## src/sv/sva_pkg.sv

```systemverilog
// ----------------------------------------------------------------------------
// sva_pkg
// Types, constants and codes of the voice allocator.
// ----------------------------------------------------------------------------
package sva_pkg;

  localparam int VOICES      = 8;
  localparam int STACK_DEPTH = 16;

  localparam int VIDX_W = (VOICES > 1) ? $clog2(VOICES) : 1;
  localparam int SIDX_W = (STACK_DEPTH > 1) ? $clog2(STACK_DEPTH) : 1;
  localparam int CNT_W  = $clog2(STACK_DEPTH + 1);
  localparam int SCAN_W = (VIDX_W > SIDX_W) ? VIDX_W : SIDX_W;
  localparam int STAMP_W = 32;

  localparam logic [1:0] CMD_NOTE_ON  = 2'd0;
  localparam logic [1:0] CMD_NOTE_OFF = 2'd1;
  localparam logic [1:0] CMD_CLEAR    = 2'd2;
  localparam logic [1:0] CMD_NONE     = 2'd3;

  localparam logic [1:0] REG_MONO   = 2'd0;
  localparam logic [1:0] REG_LEGATO = 2'd1;
  localparam logic [1:0] REG_LFO    = 2'd2;

  typedef struct packed {
    logic [1:0] cmd;
    logic [6:0] note;
    logic [6:0] velocity;
  } in_t;

  typedef struct packed {
    logic       voice_changed;
    logic [2:0] voice_index;
    logic [6:0] voice_note;
    logic [6:0] voice_velocity;
    logic       voice_gate;
    logic       env_retrigger;
    logic       stolen;
    logic       lfo_restart;
    logic       global_gate;
  } out_t;

  typedef enum logic [2:0] {
    S_IDLE,
    S_SCAN_STK,
    S_STK_UPD,
    S_SCAN_VOC,
    S_VOC_UPD,
    S_FINISH
  } state_e;

  typedef enum logic [2:0] {
    OP_NONE,
    OP_ACCEPT,
    OP_SCAN_STK,
    OP_STK_UPD,
    OP_SCAN_VOC,
    OP_VOC_UPD,
    OP_CLEAR,
    OP_NOEVT
  } op_e;

  typedef struct packed {
    op_e op;
  } ctrl_cmd_t;

  typedef struct packed {
    logic [1:0] cmd;
    logic       mono;
    logic       stk_done;
    logic       voc_done;
    logic       to_voc;
    logic       out_free;
  } dp_sts_t;

endpackage

```

## src/sv/sva_ctrl.sv

```systemverilog
// ----------------------------------------------------------------------------
// sva_ctrl
// Sequencer: accept, stack scan, stack update, voice scan, voice update, and a
// finish step for clear-all and idle codes.
module sva_ctrl (
  input  logic               clk_i,
  input  logic               rst_ni,
  input  logic               in_valid_i,
  input  sva_pkg::dp_sts_t   sts_i,
  output sva_pkg::ctrl_cmd_t cmd_o,
  output logic               in_ready_o
);

  sva_pkg::state_e state_q, state_d;

  always_ff @(posedge clk_i or negedge rst_ni) begin
    if (!rst_ni) begin
      state_q <= sva_pkg::S_IDLE;
    end else begin
      state_q <= state_d;
    end
  end

  always_comb begin
    state_d = state_q;
    case (state_q)
      sva_pkg::S_IDLE: begin
        if (in_valid_i) begin
          // status cmd is the incoming item's here
          if (sts_i.cmd inside {sva_pkg::CMD_CLEAR, sva_pkg::CMD_NONE}) begin
            state_d = sva_pkg::S_FINISH;
          end else if (sts_i.mono) begin
            state_d = sva_pkg::S_SCAN_STK;
          end else begin
            state_d = sva_pkg::S_SCAN_VOC;
          end
        end
      end
      sva_pkg::S_SCAN_STK: begin
        if (sts_i.stk_done) state_d = sva_pkg::S_STK_UPD;
      end
      sva_pkg::S_STK_UPD: begin
        if (sts_i.to_voc) begin
          state_d = sva_pkg::S_SCAN_VOC;
        end else if (sts_i.out_free) begin
          state_d = sva_pkg::S_IDLE;
        end
      end
      sva_pkg::S_SCAN_VOC: begin
        if (sts_i.voc_done) state_d = sva_pkg::S_VOC_UPD;
      end
      sva_pkg::S_VOC_UPD, sva_pkg::S_FINISH: begin
        if (sts_i.out_free) state_d = sva_pkg::S_IDLE;
      end
      default: state_d = sva_pkg::S_IDLE;
    endcase
  end

  always_comb begin
    cmd_o.op   = sva_pkg::OP_NONE;
    in_ready_o = 1'b0;
    case (state_q)
      sva_pkg::S_IDLE: begin
        in_ready_o = 1'b1;
        if (in_valid_i) cmd_o.op = sva_pkg::OP_ACCEPT;
      end
      sva_pkg::S_SCAN_STK: cmd_o.op = sva_pkg::OP_SCAN_STK;
      sva_pkg::S_STK_UPD: begin
        if (sts_i.to_voc || sts_i.out_free) cmd_o.op = sva_pkg::OP_STK_UPD;
      end
      sva_pkg::S_SCAN_VOC: cmd_o.op = sva_pkg::OP_SCAN_VOC;
      sva_pkg::S_VOC_UPD: begin
        if (sts_i.out_free) cmd_o.op = sva_pkg::OP_VOC_UPD;
      end
      sva_pkg::S_FINISH: begin
        if (sts_i.out_free) begin
          cmd_o.op = (sts_i.cmd == sva_pkg::CMD_CLEAR) ? sva_pkg::OP_CLEAR
                                                       : sva_pkg::OP_NOEVT;
        end
      end
      default: cmd_o.op = sva_pkg::OP_NONE;
    endcase
  end

endmodule

```

## config.mk

```make
export PLATFORM = sky130hd
export DESIGN_NAME = sva_ctrl
export DESIGN_NICKNAME = d
export VERILOG_FILES = /design/src/sv/sva_pkg.sv /design/src/sv/sva_ctrl.sv
export SDC_FILE = /design/constraint.sdc
export NUM_CORES = 1
export LEC_CHECK = 0
export ABC_AREA = 1
export BUFFER_PORTS_ARGS = -buffer_cell sky130_fd_sc_hd__buf_2
export CORE_AREA = 2 2 39 41
export CTS_CLUSTER_SIZE = 16
export DETAILED_ROUTE_END_ITERATION = 12
export DIE_AREA = 0 0 41 43
export GPL_TIMING_DRIVEN = 1
export SLEW_MARGIN = 0
export SYNTH_ARGS = -nofsm -noshare
export SYNTH_HDL_FRONTEND = slang
export SYNTH_SLANG_ARGS = --single-unit
```

## constraint.sdc

```tcl
create_clock -name clk_i -period 2.3 [get_ports clk_i]
set_input_delay 0.115 -clock clk_i [delete_from_list [all_inputs] [get_ports clk_i]]
set_output_delay 0.115 -clock clk_i [all_outputs]
set_load 0.02 [all_outputs]
```

==> flow_metrics.env, run 1 <==
export IMPL_rsz0062_at_grt="no"
export IMPL_peakVddDrop_mv=0.490
export IMPL_drive_gt1_share_pct=26.1
export IMPL_slowest_delay_ns=0.40
export IMPL_grt_pass1_vias=310
export IMPL_yosysTopAreaCellShare_pct=25.5
export IMPL_critical_path_cell_chain="inv_1 -> nand2_1 -> nor2_1 -> o21ai_0 -> o211ai_1 -> buf_2"
export IMPL_synth_distinct_cells=11
export IMPL_tns_ns=0
export IMPL_drtPass1Iterations=4
export IMPL_die_area_um2=1760
export IMPL_pwr_share_comb_pct=60.4
export IMPL_ys_warn_count=0
export IMPL_nNetsFinal=80
export IMPL_antenna_found_initial=0
export IMPL_worstSetupPathType="reg2out"
export IMPL_drv_slew=0
export IMPL_cts_setup_buffers=0
export IMPL_relSlewSlack_pct=84.0
export IMPL_synth_seq_area_share_pct=25.5
export IMPL_die_y_um=43
export IMPL_final_common_cell="nand2_1"
export IMPL_synthMuxAreaShare_pct=0
export IMPL_cts_max_path_buffers=2
export IMPL_fin_crit_sh_pct=63.8
export IMPL_p_int_uw=251
export IMPL_area_delta_synth_final_pct=38.7
export IMPL_rows=14
export IMPL_drc=0
export IMPL_swShare_pct=51.5
export IMPL_grt_max_degree=9
export IMPL_status="finished, final reports clean"
export IMPL_synth_compound_area_share_pct=13.6
export IMPL_ys_ff_latch=3
export IMPL_power_density_nw_per_um2=1270
export IMPL_overflow=0
export IMPL_avgSynthCellArea_um2=5.65
export IMPL_cts_hold_buf=1
export IMPL_finalSetupViolCount=0
export IMPL_regMostFlops="state_q"
export IMPL_synthSimpleGateAreaFrac_pct=44.3
export IMPL_placed_cell_area_um2=372
export IMPL_die_w_um=41
export IMPL_portBuffers=13
export IMPL_arrival_ns=1.35
export IMPL_pwr_share_seq_pct=22.0
export IMPL_grt_pass1_wl_um=1160
export IMPL_path_clk_slew_ns=0.04
export IMPL_synth_xor_area_share_pct=0
export IMPL_end_kind="output port"
export IMPL_synth_nets=62
export IMPL_min_path_type="in2reg"
export IMPL_synth_area_top_cells="dfrtp_1 (26%), nand2_1 (19%), inv_1 (14%)"
export IMPL_routabilityCongestion=0.759
export IMPL_cts_resized=0
export IMPL_drtIter0Drc=11
export IMPL_synth_top_family_by_area="simple AND/OR/NAND/NOR gates"
export IMPL_final_cell_area_um2=408
export IMPL_postRouteAntennaNets=0
export IMPL_crit_fanout=4
export IMPL_cts_root_buf="clkbuf_4"
export IMPL_final_cell_mix="nand2_1 (15), buf_2 (13), inv_1 (11), nand3_1 (6), nor2_1 (5)"
export IMPL_finalClockSkew_ns=0.000172
export IMPL_routed_via_count=371
export IMPL_max_cap_violations=0
export IMPL_switching_power_uw=267
export IMPL_top_regs="state_q (3)"
export IMPL_core_um2=1380
export IMPL_slowest_stage="dfrtp_1"
export IMPL_hpwl_um=608
export IMPL_largest_reg_flops=3
export IMPL_wl_um=719
export IMPL_diodes=0
export IMPL_syn_instance_count=52
export IMPL_cts_inserted_buffers=3
export IMPL_hold_violations=0
export IMPL_max_freq_ghz=0.682
export IMPL_crit_path_start_kind="flop"
export IMPL_htreeDepth=1
export IMPL_synth_area_um2=294
export IMPL_wl_per_cell_um=8.46
export IMPL_cts_sinks=3
export IMPL_required_ns=2.18
export IMPL_utilization_pct=29.5
export IMPL_tightest_slew_ns=0.238
export IMPL_p_clk_share_pct=17.7
export IMPL_cts_tree="done"
export IMPL_start_util_pct=21.2
export IMPL_insertion_delay_ns=0.23
export IMPL_p_leak_uw=0.000244
export IMPL_synth_top_area_cell="dfrtp_1"
export IMPL_fin_crit_ns=1.47
export IMPL_track_usage_pct=10.1
export IMPL_synth_fa_ha_area_share_pct=0
export IMPL_via_per_inst=4.36
export IMPL_pin_count=14
## cell usage after synthesis
library cell / instances
nand2_1: 15
inv_1: 11
nand3_1: 6
nor2_1: 5
o21ai_0: 4
dfrtp_1: 3
nand4_1: 2
nor2_2: 2
o211ai_1: 2
a21oi_1: 1
buf_4: 1
## path summary, 6_finish.rpt
| check | from | end | slack [ns] | depth (start not counted) |
|---|---|---|---|---|
| max | state_q[2] | cmd_o[0] | 0.83 | 6 |
| min | sts_i[2] | state_q[1] | 0.16 | 4 |
| max reg2reg | state_q[2] | state_q[0] | 1.18 | 6 |
| min reg2reg | state_q[2] | state_q[0] | 0.75 | 4 |
| max in group asynchronous | rst_ni | state_q[1] | 1.99 | 2 |
| min in group asynchronous | rst_ni | state_q[0] | 0.20 | 2 |
## critical path: cells and delay by family, from the launching register on
family	cells	cell delay, ns
buffers and inverters	2	0.31
and+or+nand+nor	2	0.17
AOI/OAI and AO/OA	2	0.24
DFF	1	0.40
## per-stage QoR
step | hold slack, ns | power [µW] | instances | worst slack, ns
floorplan | -0.181 | 350 | 52 | 1.13
global placement | -0.0864 | 426 | 80 | 1.07
detailed placement | -0.0863 | 426 | 80 | 1.07
CTS | 0.157 | 524 | 85 | 0.810
global route | 0.201 | 575 | 85 | 0.671
finish | 0.163 | 518 | 85 | 0.833
## area by class of cell
type / instances / area (µm²)
repair buffers: 14 / 75.1
well taps: 16 / 20.0
fillers: 152 / 976
clock buffers: 4 / 26.3
multi-input cells: 37 / 170
inverters: 11 / 41.3
flip-flops and latches: 3 / 75.1
## layer usage
layer | share of wire, % | GRT usage, %
met3 | 6.3 | 4.71
met5 | 0 | 0
met1 | 48 | 11.7
met2 | 45 | 13.4
met4 | 0 | 8.00
## power by group through the flow
stage	logic (µW)	registers, µW	clock network [µW]
floorplan	255	94.6	0
global placement	312	113	0
detailed placement	312	114	0
CTS	314	114	96.7
global route	354	117	103
finish	313	114	91.6
## logic make-up (layout without fill, tap and decap cells)
kind of cell	count (synthesis)	in the layout
AOI/OAI and AO/OA	7	7
and+or+nand+nor	30	30
buffers and inverters	12	29
DFF	3	3
(Power assumes the default switching activity.)
==> inputs of run 2 (changes only) <==
--- a/config.mk
+++ b/config.mk
@@ -5,7 +5,7 @@
 export SDC_FILE = /design/constraint.sdc
 export NUM_CORES = 1
 export LEC_CHECK = 0
-export ABC_AREA = 1
+export ABC_AREA = 0
 export BUFFER_PORTS_ARGS = -buffer_cell sky130_fd_sc_hd__buf_2
 export CORE_AREA = 2 2 39 41
 export CTS_CLUSTER_SIZE = 16
==> constraint.sdc (replaced) <==
create_clock -name clk_i -period 1.29 [get_ports clk_i]
set_input_delay 0.0645 -clock clk_i [delete_from_list [all_inputs] [get_ports clk_i]]
set_output_delay 0.0645 -clock clk_i [all_outputs]
set_load 0.02 [all_outputs]
==> run 2 against run 1 <==
Compared with the run above: the flow now finishes with violations (negative setup slack); clock power rose by 76%; clock skew grew 0.0015 ns; setup slack worse by 0.96 ns; die area unchanged; utilization up 7.8 points; sequential power grew 120%; routed wire length grew 24%; cell area rose by 26%; non-clock buffer count up 8; via count increased by 3.2%; largest power group unchanged; highest routed layer unchanged.
==> flow_metrics.env, run 2 <==
export IMPL_p_clk_share_pct=11.8
export IMPL_drc=0
export IMPL_drv_slew=0
export IMPL_ys_ff_latch=3
export IMPL_power_density_nw_per_um2=2650
export IMPL_portBuffers=13
export IMPL_cts_root_buf="clkbuf_4"
export IMPL_track_usage_pct=12.6
export IMPL_synth_top_area_cell="dfrtp_1"
export IMPL_pin_count=14
export IMPL_status="finished, violations left"
export IMPL_holdPathStages=3
export IMPL_syn_instance_count=42
export IMPL_start_util_pct=23.4
export IMPL_rr_worst_depth=4
export IMPL_timing_hold_ws_ns=0.151
export IMPL_min_path_type="in2reg"
export IMPL_antenna_found_initial=0
export IMPL_place_ws_ns=0.0747
export IMPL_area_delta_synth_final_pct=59.1
export IMPL_fin_crit_ns=1.42
export IMPL_min_to="state_q[2]"
export IMPL_final_cell_mix="buf_2 (10), buf_4 (10), nand2_1 (4)"
export IMPL_cts_inserted_buffers=3
export IMPL_nNetsFinal=76
export IMPL_routed_via_count=383
export IMPL_avgSynthCellArea_um2=7.72
export IMPL_arrival_ns=1.35
export IMPL_via_per_inst=4.73
export IMPL_rsz0062_at_grt="yes"
export IMPL_relSlewSlack_pct=83.6
export IMPL_routabilityCongestion=0.836
export IMPL_synth_common_cells="a21oi_1 (4), nand2_1 (4)"
export IMPL_synth_seq_area_share_pct=23.2
export IMPL_path_clk_slew_ns=0.03
export IMPL_cts_tree="done"
export IMPL_synth_area_top_cells="dfrtp_1 (23%), and2b_1 (6.9%), a21oi_1 (6.2%)"
export IMPL_tns_ns=-0.254
export IMPL_ys_flop_type="dfrtp_1"
export IMPL_p_leak_uw=0.000243
export IMPL_tightest_slew_ns=0.245
export IMPL_max_cap_violations=0
export IMPL_fillers=157
export IMPL_setup_slack_ns=-0.129
export IMPL_async_flop_share_pct=100
export IMPL_hpwl_um=654
export IMPL_required_ns=1.23
export IMPL_wl_per_cell_um=11.0
export IMPL_drtPass1Iterations=2
export IMPL_cts_sinks=3
export IMPL_grt_pass1_wl_um=1480
export IMPL_regMostFlops="state_q"
export IMPL_overflow=0
export IMPL_drtIter0Drc=4
export IMPL_htreeDepth=1
export IMPL_ys_warn_count=0
export IMPL_crit_path_start_kind="flop"
export IMPL_die_area_um2=1760
export IMPL_cts_max_path_buffers=2
export IMPL_r2r_end="state_q[1]"
export IMPL_peakVddDrop_mv=1.06
export IMPL_max_freq_ghz=0.705
export IMPL_hold_violations=0
export IMPL_pwr_share_seq_pct=18.3
export IMPL_grt_pass1_vias=353
export IMPL_finalClockSkew_ns=0.00163
export IMPL_hold_path_startpoint="sts_i[6]"
export IMPL_insertion_delay_ns=0.23
export IMPL_grt_max_degree=9
export IMPL_postRouteAntennaNets=0
export IMPL_diodes=0
export IMPL_swShare_pct=44.4
export IMPL_reg2reg_slack_ns=0.09
export IMPL_finalSetupViolCount=2
export IMPL_yosysTopAreaCellShare_pct=23.2
export IMPL_end_kind="output port"
export IMPL_core_um2=1380
export IMPL_die_w_um=41
export IMPL_worstSetupPathType="reg2out"
export IMPL_switching_power_uw=606
export IMPL_synth_nets=52
export IMPL_synth_edff_count=0
export IMPL_crit_fanout=3
export IMPL_crit_start="state_q[1]"
export IMPL_rr_startpoint="state_q[0]"
export IMPL_pwr_share_comb_pct=70.0
export IMPL_p_int_uw=758
export IMPL_die_y_um=43
export IMPL_violations="negative setup slack"
export IMPL_rows=14
export IMPL_top_regs="state_q (3)"
export IMPL_drive_gt1_share_pct=53.8
export IMPL_synth_distinct_cells=26
export IMPL_fin_crit_sh_pct=110
export IMPL_synth_area_um2=324
export IMPL_wl_um=891
export IMPL_largest_reg_flops=3
## run 2: worst max-delay path by stage
stage | endpoint | slack (ns) | cells after the start
global placement | cmd_o[0] | 0.08 | 4
global route | cmd_o[1] | -0.19 | 5
CTS | cmd_o[1] | -0.12 | 5
detailed placement | cmd_o[1] | 0.07 | 4
floorplan | cmd_o[0] | 0.12 | 4
finish | cmd_o[0] | -0.13 | 4
## run 2: layout make-up
class | instances | area, µm² | area share (%)
clock buffer | 4 | 26.3 | 5.10
inverter | 3 | 11.3 | 2.18
timing repair buffer | 22 | 146 | 28.4
multi-input combinational | 33 | 234 | 45.4
tap | 16 | 20.0 | 3.88
sequential | 3 | 77.6 | 15.0
## run 2: kinds of logic (layout without fill, tap and decap cells)
kind of cell / Yosys count / in the layout / synth area share, %
muxes: 1 / 1 / 3.47
buffers and inverters: 6 / 29 / 10.8
AOI/OAI and AO/OA: 15 / 15 / 32.0
DFF: 3 / 3 / 23.2
and+or+nand+nor: 17 / 17 / 30.5
## run 2: repair_timing
item	4_1_cts	5_1_grt
pin swaps	1	4
gates resized for setup	5	8
setup endpoints to repair	3	5
hold buffers	1	0
buffers inserted	2	2
endpoints found under the hold margin	3	0
## run 2: metrics by stage
| stage | cell area, µm² | total power (µW) | std cells | util, % |
|---|---|---|---|---|
| after global placement | 423 | 1000 | 73 | 30.6 |
| final | 515 | 1360 | 81 | 37.3 |
| after floorplan | 324 | 787 | 42 | - |
| after detailed placement | 423 | 1010 | 73 | 30.6 |
| after global routing | 515 | 1480 | 81 | 37.3 |
| after CTS | 487 | 1280 | 80 | 35.2 |
## run 2: critical path: stages, from the launching register on
cell and delay (ns):
dfrtp_1 0.38, mux2_2 0.36, a21oi_2 0.16, a211oi_2 0.06, buf_4 0.16
## run 2: metal layers
layer  wire, µm  GRT usage (%)  vias up
li1           -              -      202
met4          0           6.00        0
met5          0              0        -
met2        439           18.1       11
met3         50           5.24        0
met1        402           15.4      170
## run 2: power by group through the flow
stage	clock (µW)	sequential [µW]	combinational, µW
2_1_floorplan	0	179	608
3_3_place_gp	0	243	760
3_5_place_dp	0	246	759
4_1_cts	163	230	884
5_1_grt	168	261	1050
6_report	161	249	954
