`src/sv/sva_pkg.sv`:
```
// ----------------------------------------------------------------------------
// sva_pkg
// Types, constants and codes of the voice allocator.
// ----------------------------------------------------------------------------
package sva_pkg;

  localparam int VOICES      = 8;
  localparam int STACK_DEPTH = 16;

  localparam int VIDX_W = (VOICES > 1) ? $clog2(VOICES) : 1;
  localparam int SIDX_W = (STACK_DEPTH > 1) ? $clog2(STACK_DEPTH) : 1;
  localparam int CNT_W  = $clog2(STACK_DEPTH + 1);
  localparam int SCAN_W = (VIDX_W > SIDX_W) ? VIDX_W : SIDX_W;
  localparam int STAMP_W = 32;

  localparam logic [1:0] CMD_NOTE_ON  = 2'd0;
  localparam logic [1:0] CMD_NOTE_OFF = 2'd1;
  localparam logic [1:0] CMD_CLEAR    = 2'd2;
  localparam logic [1:0] CMD_NONE     = 2'd3;

  localparam logic [1:0] REG_MONO   = 2'd0;
  localparam logic [1:0] REG_LEGATO = 2'd1;
  localparam logic [1:0] REG_LFO    = 2'd2;

  typedef struct packed {
    logic [1:0] cmd;
    logic [6:0] note;
    logic [6:0] velocity;
  } in_t;

  typedef struct packed {
    logic       voice_changed;
    logic [2:0] voice_index;
    logic [6:0] voice_note;
    logic [6:0] voice_velocity;
    logic       voice_gate;
    logic       env_retrigger;
    logic       stolen;
    logic       lfo_restart;
    logic       global_gate;
  } out_t;

  typedef enum logic [2:0] {
    S_IDLE,
    S_SCAN_STK,
    S_STK_UPD,
    S_SCAN_VOC,
    S_VOC_UPD,
    S_FINISH
  } state_e;

  typedef enum logic [2:0] {
    OP_NONE,
    OP_ACCEPT,
    OP_SCAN_STK,
    OP_STK_UPD,
    OP_SCAN_VOC,
    OP_VOC_UPD,
    OP_CLEAR,
    OP_NOEVT
  } op_e;

  typedef struct packed {
    op_e op;
  } ctrl_cmd_t;

  typedef struct packed {
    logic [1:0] cmd;
    logic       mono;
    logic       stk_done;
    logic       voc_done;
    logic       to_voc;
    logic       out_free;
  } dp_sts_t;

endpackage

```
`src/sv/sva_dp.sv`:
```
// ----------------------------------------------------------------------------
// sva_dp
// Voice table, note stack, event counter, scan registers and result register.
// ----------------------------------------------------------------------------
module sva_dp (
  input  logic               clk_i,
  input  logic               rst_ni,
  input  sva_pkg::ctrl_cmd_t cmd_i,
  output sva_pkg::dp_sts_t   sts_o,
  input  sva_pkg::in_t       in_data_i,
  input  logic               cfg_valid_i,
  input  logic [1:0]         cfg_index_i,
  input  logic               cfg_data_i,
  output logic               out_valid_o,
  input  logic               out_ready_i,
  output sva_pkg::out_t      out_data_o
);

  localparam int V  = sva_pkg::VOICES;
  localparam int SD = sva_pkg::STACK_DEPTH;
  localparam int VW = sva_pkg::VIDX_W;
  localparam int SW = sva_pkg::SIDX_W;
  localparam int CW = sva_pkg::CNT_W;
  localparam int NW = sva_pkg::SCAN_W;
  localparam int TW = sva_pkg::STAMP_W;

  logic mono_q, mono_d, legato_q, legato_d, lfo_q, lfo_d;
  sva_pkg::in_t item_q, item_d;
  logic [TW-1:0] evt_q, evt_d;

  logic          act_q   [V];
  logic          act_d   [V];
  logic          gate_q  [V];
  logic          gate_d  [V];
  logic [6:0]    note_q  [V];
  logic [6:0]    note_d  [V];
  logic [6:0]    vel_q   [V];
  logic [6:0]    vel_d   [V];
  logic [TW-1:0] stamp_q [V];
  logic [TW-1:0] stamp_d [V];

  logic [6:0]    stk_q   [SD];
  logic [6:0]    stk_d   [SD];
  logic [CW-1:0] cnt_q, cnt_d;
  logic          any_q, any_d;

  logic [NW-1:0] idx_q, idx_d;
  logic          free_fnd_q, free_fnd_d, rel_fnd_q, rel_fnd_d, ag_q, ag_d;
  logic          sfnd_q, sfnd_d;
  logic [VW-1:0] free_idx_q, free_idx_d, best_q, best_d, rel_idx_q, rel_idx_d;
  logic [SW-1:0] sidx_q, sidx_d;
  logic [TW-1:0] min_q, min_d;

  logic          out_valid_q, out_valid_d;
  sva_pkg::out_t out_q, out_d;

  // combinational helpers
  logic          out_free;
  logic [VW-1:0] vi;
  logic [SW-1:0] si;
  logic          in_stk;
  logic [CW-1:0] new_cnt;
  logic [6:0]    top1, top2, prev;
  logic          hit0, to_voc;
  logic [VW-1:0] vsel;
  logic          shift_en;
  logic [SW-1:0] shift_from;

  assign out_free = !out_valid_q || out_ready_i;
  assign vi       = idx_q[VW-1:0];
  assign si       = idx_q[SW-1:0];
  assign in_stk   = 8'(idx_q) < 8'(cnt_q);
  assign new_cnt  = sfnd_q ? CW'(cnt_q - CW'(1)) : cnt_q;
  assign top1     = stk_q[SW'(cnt_q - CW'(1))];
  assign top2     = stk_q[SW'(cnt_q - CW'(2))];
  assign prev     = (new_cnt == '0) ? 7'd0 :
                    (sfnd_q && (8'(sidx_q) + 8'd1 == 8'(cnt_q))) ? top2 : top1;
  assign hit0     = (note_q[0] == item_q.note);
  assign to_voc   = (item_q.cmd == sva_pkg::CMD_NOTE_OFF) && hit0 && (prev == 7'd0);
  assign vsel     = free_fnd_q ? free_idx_q : best_q;

  assign sts_o.cmd      = (cmd_i.op == sva_pkg::OP_ACCEPT) ? in_data_i.cmd : item_q.cmd;
  assign sts_o.mono     = mono_q;
  assign sts_o.stk_done = (cnt_q == '0) || (8'(idx_q) + 8'd1 >= 8'(cnt_q));
  assign sts_o.voc_done = (idx_q == NW'(V - 1));
  assign sts_o.to_voc   = to_voc;
  assign sts_o.out_free = out_free;

  assign out_valid_o = out_valid_q;
  assign out_data_o  = out_q;

  always_comb begin
    mono_d = mono_q; legato_d = legato_q; lfo_d = lfo_q;
    item_d = item_q; evt_d = evt_q;
    act_d = act_q; gate_d = gate_q; note_d = note_q; vel_d = vel_q; stamp_d = stamp_q;
    stk_d = stk_q; cnt_d = cnt_q; any_d = any_q;
    idx_d = idx_q; free_fnd_d = free_fnd_q; rel_fnd_d = rel_fnd_q; ag_d = ag_q;
    sfnd_d = sfnd_q; free_idx_d = free_idx_q; best_d = best_q; rel_idx_d = rel_idx_q;
    sidx_d = sidx_q; min_d = min_q;
    out_valid_d = out_ready_i ? 1'b0 : out_valid_q;
    out_d = out_q;
    shift_en = 1'b0;
    shift_from = '0;

    if (cfg_valid_i) begin
      case (cfg_index_i)
        sva_pkg::REG_MONO:   mono_d   = cfg_data_i;
        sva_pkg::REG_LEGATO: legato_d = cfg_data_i;
        sva_pkg::REG_LFO:    lfo_d    = cfg_data_i;
        default: ;
      endcase
    end

    case (cmd_i.op)
      sva_pkg::OP_ACCEPT: begin
        item_d = in_data_i;
        if (in_data_i.cmd != sva_pkg::CMD_NONE && evt_q != {TW{1'b1}}) begin
          evt_d = evt_q + TW'(1);
        end
        idx_d = '0; free_fnd_d = 1'b0; rel_fnd_d = 1'b0; ag_d = 1'b0; sfnd_d = 1'b0;
      end
      sva_pkg::OP_SCAN_STK: begin
        if (in_stk && !sfnd_d && stk_q[si] == item_q.note) begin
          sfnd_d = 1'b1;
          sidx_d = si;
        end
        idx_d = NW'(idx_q + NW'(1));
      end
      sva_pkg::OP_SCAN_VOC: begin
        if (!act_q[vi] && !free_fnd_q) begin
          free_fnd_d = 1'b1;
          free_idx_d = vi;
        end
        if (idx_q == '0 || stamp_q[vi] < min_q) begin
          min_d  = stamp_q[vi];
          best_d = vi;
        end
        if (act_q[vi] && note_q[vi] == item_q.note && !rel_fnd_q) begin
          rel_fnd_d = 1'b1;
          rel_idx_d = vi;
        end else begin
          ag_d = ag_q | (act_q[vi] & gate_q[vi]);
        end
        idx_d = NW'(idx_q + NW'(1));
      end
      sva_pkg::OP_STK_UPD: begin
        idx_d = '0; free_fnd_d = 1'b0; rel_fnd_d = 1'b0; ag_d = 1'b0;
        if (item_q.cmd == sva_pkg::CMD_NOTE_ON) begin
          if (!sfnd_q) begin
            if (8'(cnt_q) < 8'(SD)) begin
              stk_d[SW'(cnt_q)] = item_q.note;
              cnt_d = CW'(cnt_q + CW'(1));
            end else begin
              shift_en = 1'b1;
              stk_d[SD-1] = item_q.note;
            end
          end
          act_d[0] = 1'b1; gate_d[0] = 1'b1;
          note_d[0] = item_q.note; vel_d[0] = item_q.velocity; stamp_d[0] = evt_q;
          any_d = 1'b1;
          out_valid_d = 1'b1;
          out_d = '0;
          out_d.voice_changed  = 1'b1;
          out_d.voice_note     = item_q.note;
          out_d.voice_velocity = item_q.velocity;
          out_d.voice_gate     = 1'b1;
          out_d.env_retrigger  = !legato_q;
          out_d.lfo_restart    = lfo_q && !any_q;
          out_d.global_gate    = 1'b1;
        end else begin
          if (sfnd_q) begin
            shift_en   = 1'b1;
            shift_from = sidx_q;
            cnt_d      = new_cnt;
          end
          if (!hit0) begin
            out_valid_d = 1'b1;
            out_d = '0;
            out_d.global_gate = any_q;
          end else if (prev != 7'd0) begin
            act_d[0] = 1'b1; gate_d[0] = 1'b1; note_d[0] = prev; stamp_d[0] = evt_q;
            any_d = 1'b1;
            out_valid_d = 1'b1;
            out_d = '0;
            out_d.voice_changed  = 1'b1;
            out_d.voice_note     = prev;
            out_d.voice_velocity = vel_q[0];
            out_d.voice_gate     = 1'b1;
            out_d.env_retrigger  = !legato_q;
            out_d.global_gate    = 1'b1;
          end
        end
      end
      sva_pkg::OP_VOC_UPD: begin
        out_valid_d = 1'b1;
        out_d = '0;
        if (item_q.cmd == sva_pkg::CMD_NOTE_ON) begin
          act_d[vsel] = 1'b1; gate_d[vsel] = 1'b1;
          note_d[vsel] = item_q.note; vel_d[vsel] = item_q.velocity;
          stamp_d[vsel] = evt_q;
          any_d = 1'b1;
          out_d.voice_changed  = 1'b1;
          out_d.voice_index    = 3'(vsel);
          out_d.voice_note     = item_q.note;
          out_d.voice_velocity = item_q.velocity;
          out_d.voice_gate     = 1'b1;
          out_d.env_retrigger  = !legato_q;
          out_d.stolen         = !free_fnd_q;
          out_d.lfo_restart    = lfo_q && !any_q;
          out_d.global_gate    = 1'b1;
        end else begin
          if (rel_fnd_q) begin
            act_d[rel_idx_q] = 1'b0; gate_d[rel_idx_q] = 1'b0;
            out_d.voice_changed  = 1'b1;
            out_d.voice_index    = 3'(rel_idx_q);
            out_d.voice_note     = note_q[rel_idx_q];
            out_d.voice_velocity = vel_q[rel_idx_q];
          end
          any_d = ag_q;
          out_d.global_gate = ag_q;
        end
      end
      sva_pkg::OP_CLEAR: begin
        for (int i = 0; i < V; i++) begin
          act_d[i] = 1'b0; gate_d[i] = 1'b0; note_d[i] = '0; vel_d[i] = '0;
          stamp_d[i] = '0;
        end
        cnt_d = '0;
        any_d = 1'b0;
        out_valid_d = 1'b1;
        out_d = '0;
      end
      sva_pkg::OP_NOEVT: begin
        out_valid_d = 1'b1;
        out_d = '0;
        out_d.global_gate = any_q;
      end
      default: ;
    endcase

    // drop one entry at shift_from, later entries move down
    if (shift_en) begin
      for (int i = 0; i < SD - 1; i++) begin
        if (SW'(i) >= shift_from) stk_d[i] = stk_q[i+1];
      end
    end
  end

  always_ff @(posedge clk_i or negedge rst_ni) begin
    if (!rst_ni) begin
      mono_q   <= 1'b0;
      legato_q <= 1'b0;
      lfo_q    <= 1'b0;
      item_q   <= '0;
      evt_q    <= '0;
      for (int i = 0; i < V; i++) begin
        act_q[i]   <= 1'b0;
        gate_q[i]  <= 1'b0;
        note_q[i]  <= '0;
        vel_q[i]   <= '0;
        stamp_q[i] <= '0;
      end
      for (int i = 0; i < SD; i++) stk_q[i] <= '0;
      cnt_q       <= '0;
      any_q       <= 1'b0;
      idx_q       <= '0;
      free_fnd_q  <= 1'b0;
      rel_fnd_q   <= 1'b0;
      ag_q        <= 1'b0;
      sfnd_q      <= 1'b0;
      free_idx_q  <= '0;
      best_q      <= '0;
      rel_idx_q   <= '0;
      sidx_q      <= '0;
      min_q       <= '0;
      out_valid_q <= 1'b0;
      out_q       <= '0;
    end else begin
      mono_q      <= mono_d;
      legato_q    <= legato_d;
      lfo_q       <= lfo_d;
      item_q      <= item_d;
      evt_q       <= evt_d;
      act_q       <= act_d;
      gate_q      <= gate_d;
      note_q      <= note_d;
      vel_q       <= vel_d;
      stamp_q     <= stamp_d;
      stk_q       <= stk_d;
      cnt_q       <= cnt_d;
      any_q       <= any_d;
      idx_q       <= idx_d;
      free_fnd_q  <= free_fnd_d;
      rel_fnd_q   <= rel_fnd_d;
      ag_q        <= ag_d;
      sfnd_q      <= sfnd_d;
      free_idx_q  <= free_idx_d;
      best_q      <= best_d;
      rel_idx_q   <= rel_idx_d;
      sidx_q      <= sidx_d;
      min_q       <= min_d;
      out_valid_q <= out_valid_d;
      out_q       <= out_d;
    end
  end

endmodule

```
`config.mk`:
```
export PLATFORM = sky130hd
export DESIGN_NAME = sva_dp
export DESIGN_NICKNAME = d
export VERILOG_FILES = /design/src/sv/sva_pkg.sv /design/src/sv/sva_dp.sv
export SDC_FILE = /design/constraint.sdc
export NUM_CORES = 2
export LEC_CHECK = 0
export BUFFER_PORTS_ARGS = -buffer_cell sky130_fd_sc_hd__clkbuf_2
export CAP_MARGIN = 20
export CORE_ASPECT_RATIO = 0.6
export CORE_MARGIN = 2
export CORE_UTILIZATION = 25
export DETAILED_ROUTE_END_ITERATION = 12
export PLACE_DENSITY = 0.46
export SYNTH_ARGS = -nofsm -noshare
export SYNTH_HDL_FRONTEND = slang
export SYNTH_SLANG_ARGS = --single-unit
```
`constraint.sdc`:
```
create_clock -name clk_i -period 6.9 [get_ports clk_i]
set_clock_uncertainty 0.15 [all_clocks]
set_input_delay 0.345 -clock clk_i [delete_from_list [all_inputs] [get_ports clk_i]]
set_output_delay 0.345 -clock clk_i [all_outputs]
set_load 0.02 [all_outputs]
```
==> flow_metrics.py <==
metrics = {
    "global_routing": {
        "globalRouteMet2Util_pct": 21.2,
        "use_met1_pct": 28.6,
        "grt_busiest_layer": "met1",
        "overflow": 0,
        "use_met3_pct": 5.62,
        "grt_pass1_wl_um": 182000,
        "grt_pass1_vias": 25500,
        "track_usage_pct": 17.4,
        "grt_max_degree": 216,
        "antenna_found_initial": 2,
    },
    "routing": {
        "viasPerCell": 5.17,
        "drtIter0Drc": 2886,
        "wl_per_cell_um": 23.8,
        "routed_wl_um": 122000,
        "drc": 0,
        "ant_nets": 0,
        "via_count": 26600,
        "drtPass1Iterations": 5,
    },
    "power": {
        "vdd_ir_drop_max_mv": 0.142,
        "total_power_mw": 12.0,
        "p_per_area_nw_per_um2": 310,
        "cellLeakagePower_nw": 16.4,
    },
    "finish": {
        "mostFrequentLayoutCells": "810 x nand2_1, 625 x dfrtp_1, 427 x a21oi_1, 200 x mux4_2, 152 x mux2i_1",
        "final_common_cell": "nand2_1",
        "syn_to_final_growth_pct": 13.6,
        "final_nets": 3373,
        "final_layout_size_suffix_gt1_share_pct": 17.5,
    },
    "setup_path": {
        "critPathArrivalTime_ns": 5.56,
        "crit_chain": "clkinv_1, buf_4, ha_1, buf_4, mux4_2, nand3_1, nand4_1, nor4_4, a311oi_2, or2_1, nor4b_1, buf_4, clkbuf_2",
        "path_max_fanout": 22,
        "rr_startpoint": "cnt_q[1]",
        "cpMaxStageDelayCell": "ha_1",
        "path_common_cell": "buf_4",
        "startpoint_type": "register",
        "cpLargestDelayFamily": "simple AND/OR/NAND/NOR gates",
        "path_buf_inv": 5,
        "end_kind": "output port",
        "cpPeakStageDelay_ns": 1.00,
        "critPathLaunch": "cnt_q[1]",
        "cp_data_required_time_ns": 6.40,
        "path_class": "register to output port",
    },
    "clock_network": {
        "h-tree-depth": 3,
        "numCtsBuffers": 66,
        "root_buffer": "clkbuf_16",
        "tritoncts": "yes",
        "clk_pin_slew_ns": 0.06,
        "cts_num_sinks": 630,
        "cts_setup_buffers": 0,
        "post_cts_resize_count": 0,
        "clock_latency_ns": 0.67,
        "cts_buffer_depth": 3,
    },
    "die": {
        "core_area_um2": 135000,
        "ioPinCount": 57,
        "std_cell_rows": 104,
        "start_util_pct": 25.3,
        "fp.dieH_um": 290,
        "dieArea_um2": 140000,
        "die_w_um": 481,
    },
    "synth": {
        "synthAdderAreaFrac_pct": 1.91,
        "synth-compound-area-share_pct": 11.4,
        "yosys.area_share.xor_xnor_pct": 1.69,
        "synth_seq_cells": 630,
        "synth.cell_area_um2": 34100,
        "ys_warn_count": 0,
        "synth_nets": 3430,
        "syn_avg_cell_area_um2": 10.2,
        "synth_edf_count": 0,
        "synth_cell_types": 74,
        "synthSimpleGateAreaFrac_pct": 13.6,
        "seq_area_frac_synth_pct": 46.2,
        "postSynthCellCount": 3352,
        "synthArstFlopShare_pct": 100,
        "synth_top_family_by_area": "multiplexers",
        "ys.flop_type": "dfrtp_1",
        "synthMuxAreaShare_pct": 21.1,
    },
    "sta": {
        "final_hold_viol_count": 0,
        "relSlewSlack_pct": 18.7,
        "finalSetupTns_ns": 0,
        "fmax_mhz": 165,
        "max_slew.worst_pin.slew_ns": 1.21,
        "period_needed_ns": 6.06,
        "fin_crit_sh_pct": 87.8,
        "rsz0062_at_grt": "no",
        "finalSetupViolations": 0,
        "setup_slack_ns": 0.844,
        "drv_slew": 0,
    },
    "place": {
        "post-place-ws_ns": 1.61,
        "io_buffers": 56,
        "place.gp.congestion": 0.926,
        "dpl.hpwl_um": 79100,
    },
    "status": {
        "outcome": "completed",
    },
    "hold_path": {
        "hp-start": "cmd_i[1]",
        "min_path_type": "input pin to register",
    },
    "run": {
        "drv_cap": 0,
    },
}
-- final cells by class --
| class | count | area (um2) |
|---|---|---|
| Fill cell | 14100 | 96000 |
| Multi-Input combinational cell | 2374 | 17100 |
| Sequential cell | 630 | 15800 |
| Tap cell | 1802 | 2250 |
| Clock buffer | 93 | 1940 |
| Timing Repair Buffer | 158 | 1230 |
| Inverter | 65 | 244 |
| Clock inverter | 22 | 240 |
| Antenna cell | 2 | 5.00 |
-- cells in the mapped netlist, types with 30 or more instances --
cell type,n,share of area (%)
nand3_1,60,0.88
inv_1,63,0.69
o21ai_0,88,1.3
mux4_2,200,13
nor2_1,137,1.5
mux2_2,104,3.4
buf_2,30,0.44
a22o_1,52,1.3
xnor2_1,37,0.95
nand2_1,816,9.0
a21oi_1,429,6.3
clkbuf_1,231,2.5
mux2i_1,152,4.5
dfrtp_1,630,46
ha_1,52,1.9
-- sequential cells by signal, summed over array words and instances, names as in the netlist, 5 cells and up --
register and cells:
stamp_q 256, stk_q 112, note_q 56, vel_q 56
evt_q 32, min_q 32, out_data_o 23, item_q 16
act_q 8, gate_q 8, cnt_q 5
-- where the power goes --
group / leakage [nW] / switching (mW) / internal [mW]
sequential: 8.47 / 1.04 / 4.18
clock: 1.08 / 1.65 / 2.09
combinational: 6.81 / 1.64 / 1.43
total: 16.4 / 4.33 / 7.70
-- final timing paths --
path | endpoint | slack, ns | depth (start not counted)
min in group asynchronous | stamp_q[4] | 0.11 | 2
max in group asynchronous | out_valid_o | 5.02 | 3
min reg2reg | act_q[6] | 0.35 | 1
max reg2reg | stamp_q[245] | 1.44 | 10
max | sts_o[1] | 0.84 | 13
min | idx_q[3] | 0.06 | 3
-- repair_timing --
| item | 4_1_cts | 5_1_grt |
|---|---|---|
| hold buffers | 24 | 0 |
| endpoints found under the setup margin | 0 | 0 |
| endpoints found under the hold margin | 93 | 0 |
-- worst register-to-register path, cell delays in order, from the launching register on --
cell	delay [ns]
dfrtp_1	0.86
clkinv_1	0.15
buf_4	0.26
ha_1	1.00
mux4_2	0.40
mux2i_1	0.08
mux2i_1	0.47
nor4_4	0.10
a311oi_2	0.66
o31a_2	0.99
a22o_1	0.28
-- layer usage --
layer / part of all wire [%] / routed length (um)
met1: 51 / 62200
met2: 37 / 45600
met3: 10 / 12700
met4: 1.5 / 1830
met5: 0 / 0
-- logic make-up (layout without fill, tap and decap cells) --
kind of cell	Yosys count	in the layout
AO/OA/AOI/OAI	672	672
adder cells (fa/ha/maj)	52	52
buffers and inverters	348	338
XOR/XNOR	64	64
flip-flops	630	630
AND/OR/NAND/NOR	1130	1130
other	0	2
multiplexers	456	456
-- per-stage QoR --
stage | area [um2] | hold slack [ns] | cells | utilization [%]
6_report | 38800 | 0.0596 | 5146 | 28.8
3_5_place_dp | 36300 | 0.230 | 5000 | 26.9
4_1_cts | 38700 | 0.0129 | 5139 | 28.7
3_3_place_gp | 36300 | 0.239 | 5000 | 26.9
5_1_grt | 38800 | 0.0528 | 5145 | 28.8
2_1_floorplan | 34100 | -0.101 | 3352 | -
No activity file was read; power rests on OpenSTA's default activity.
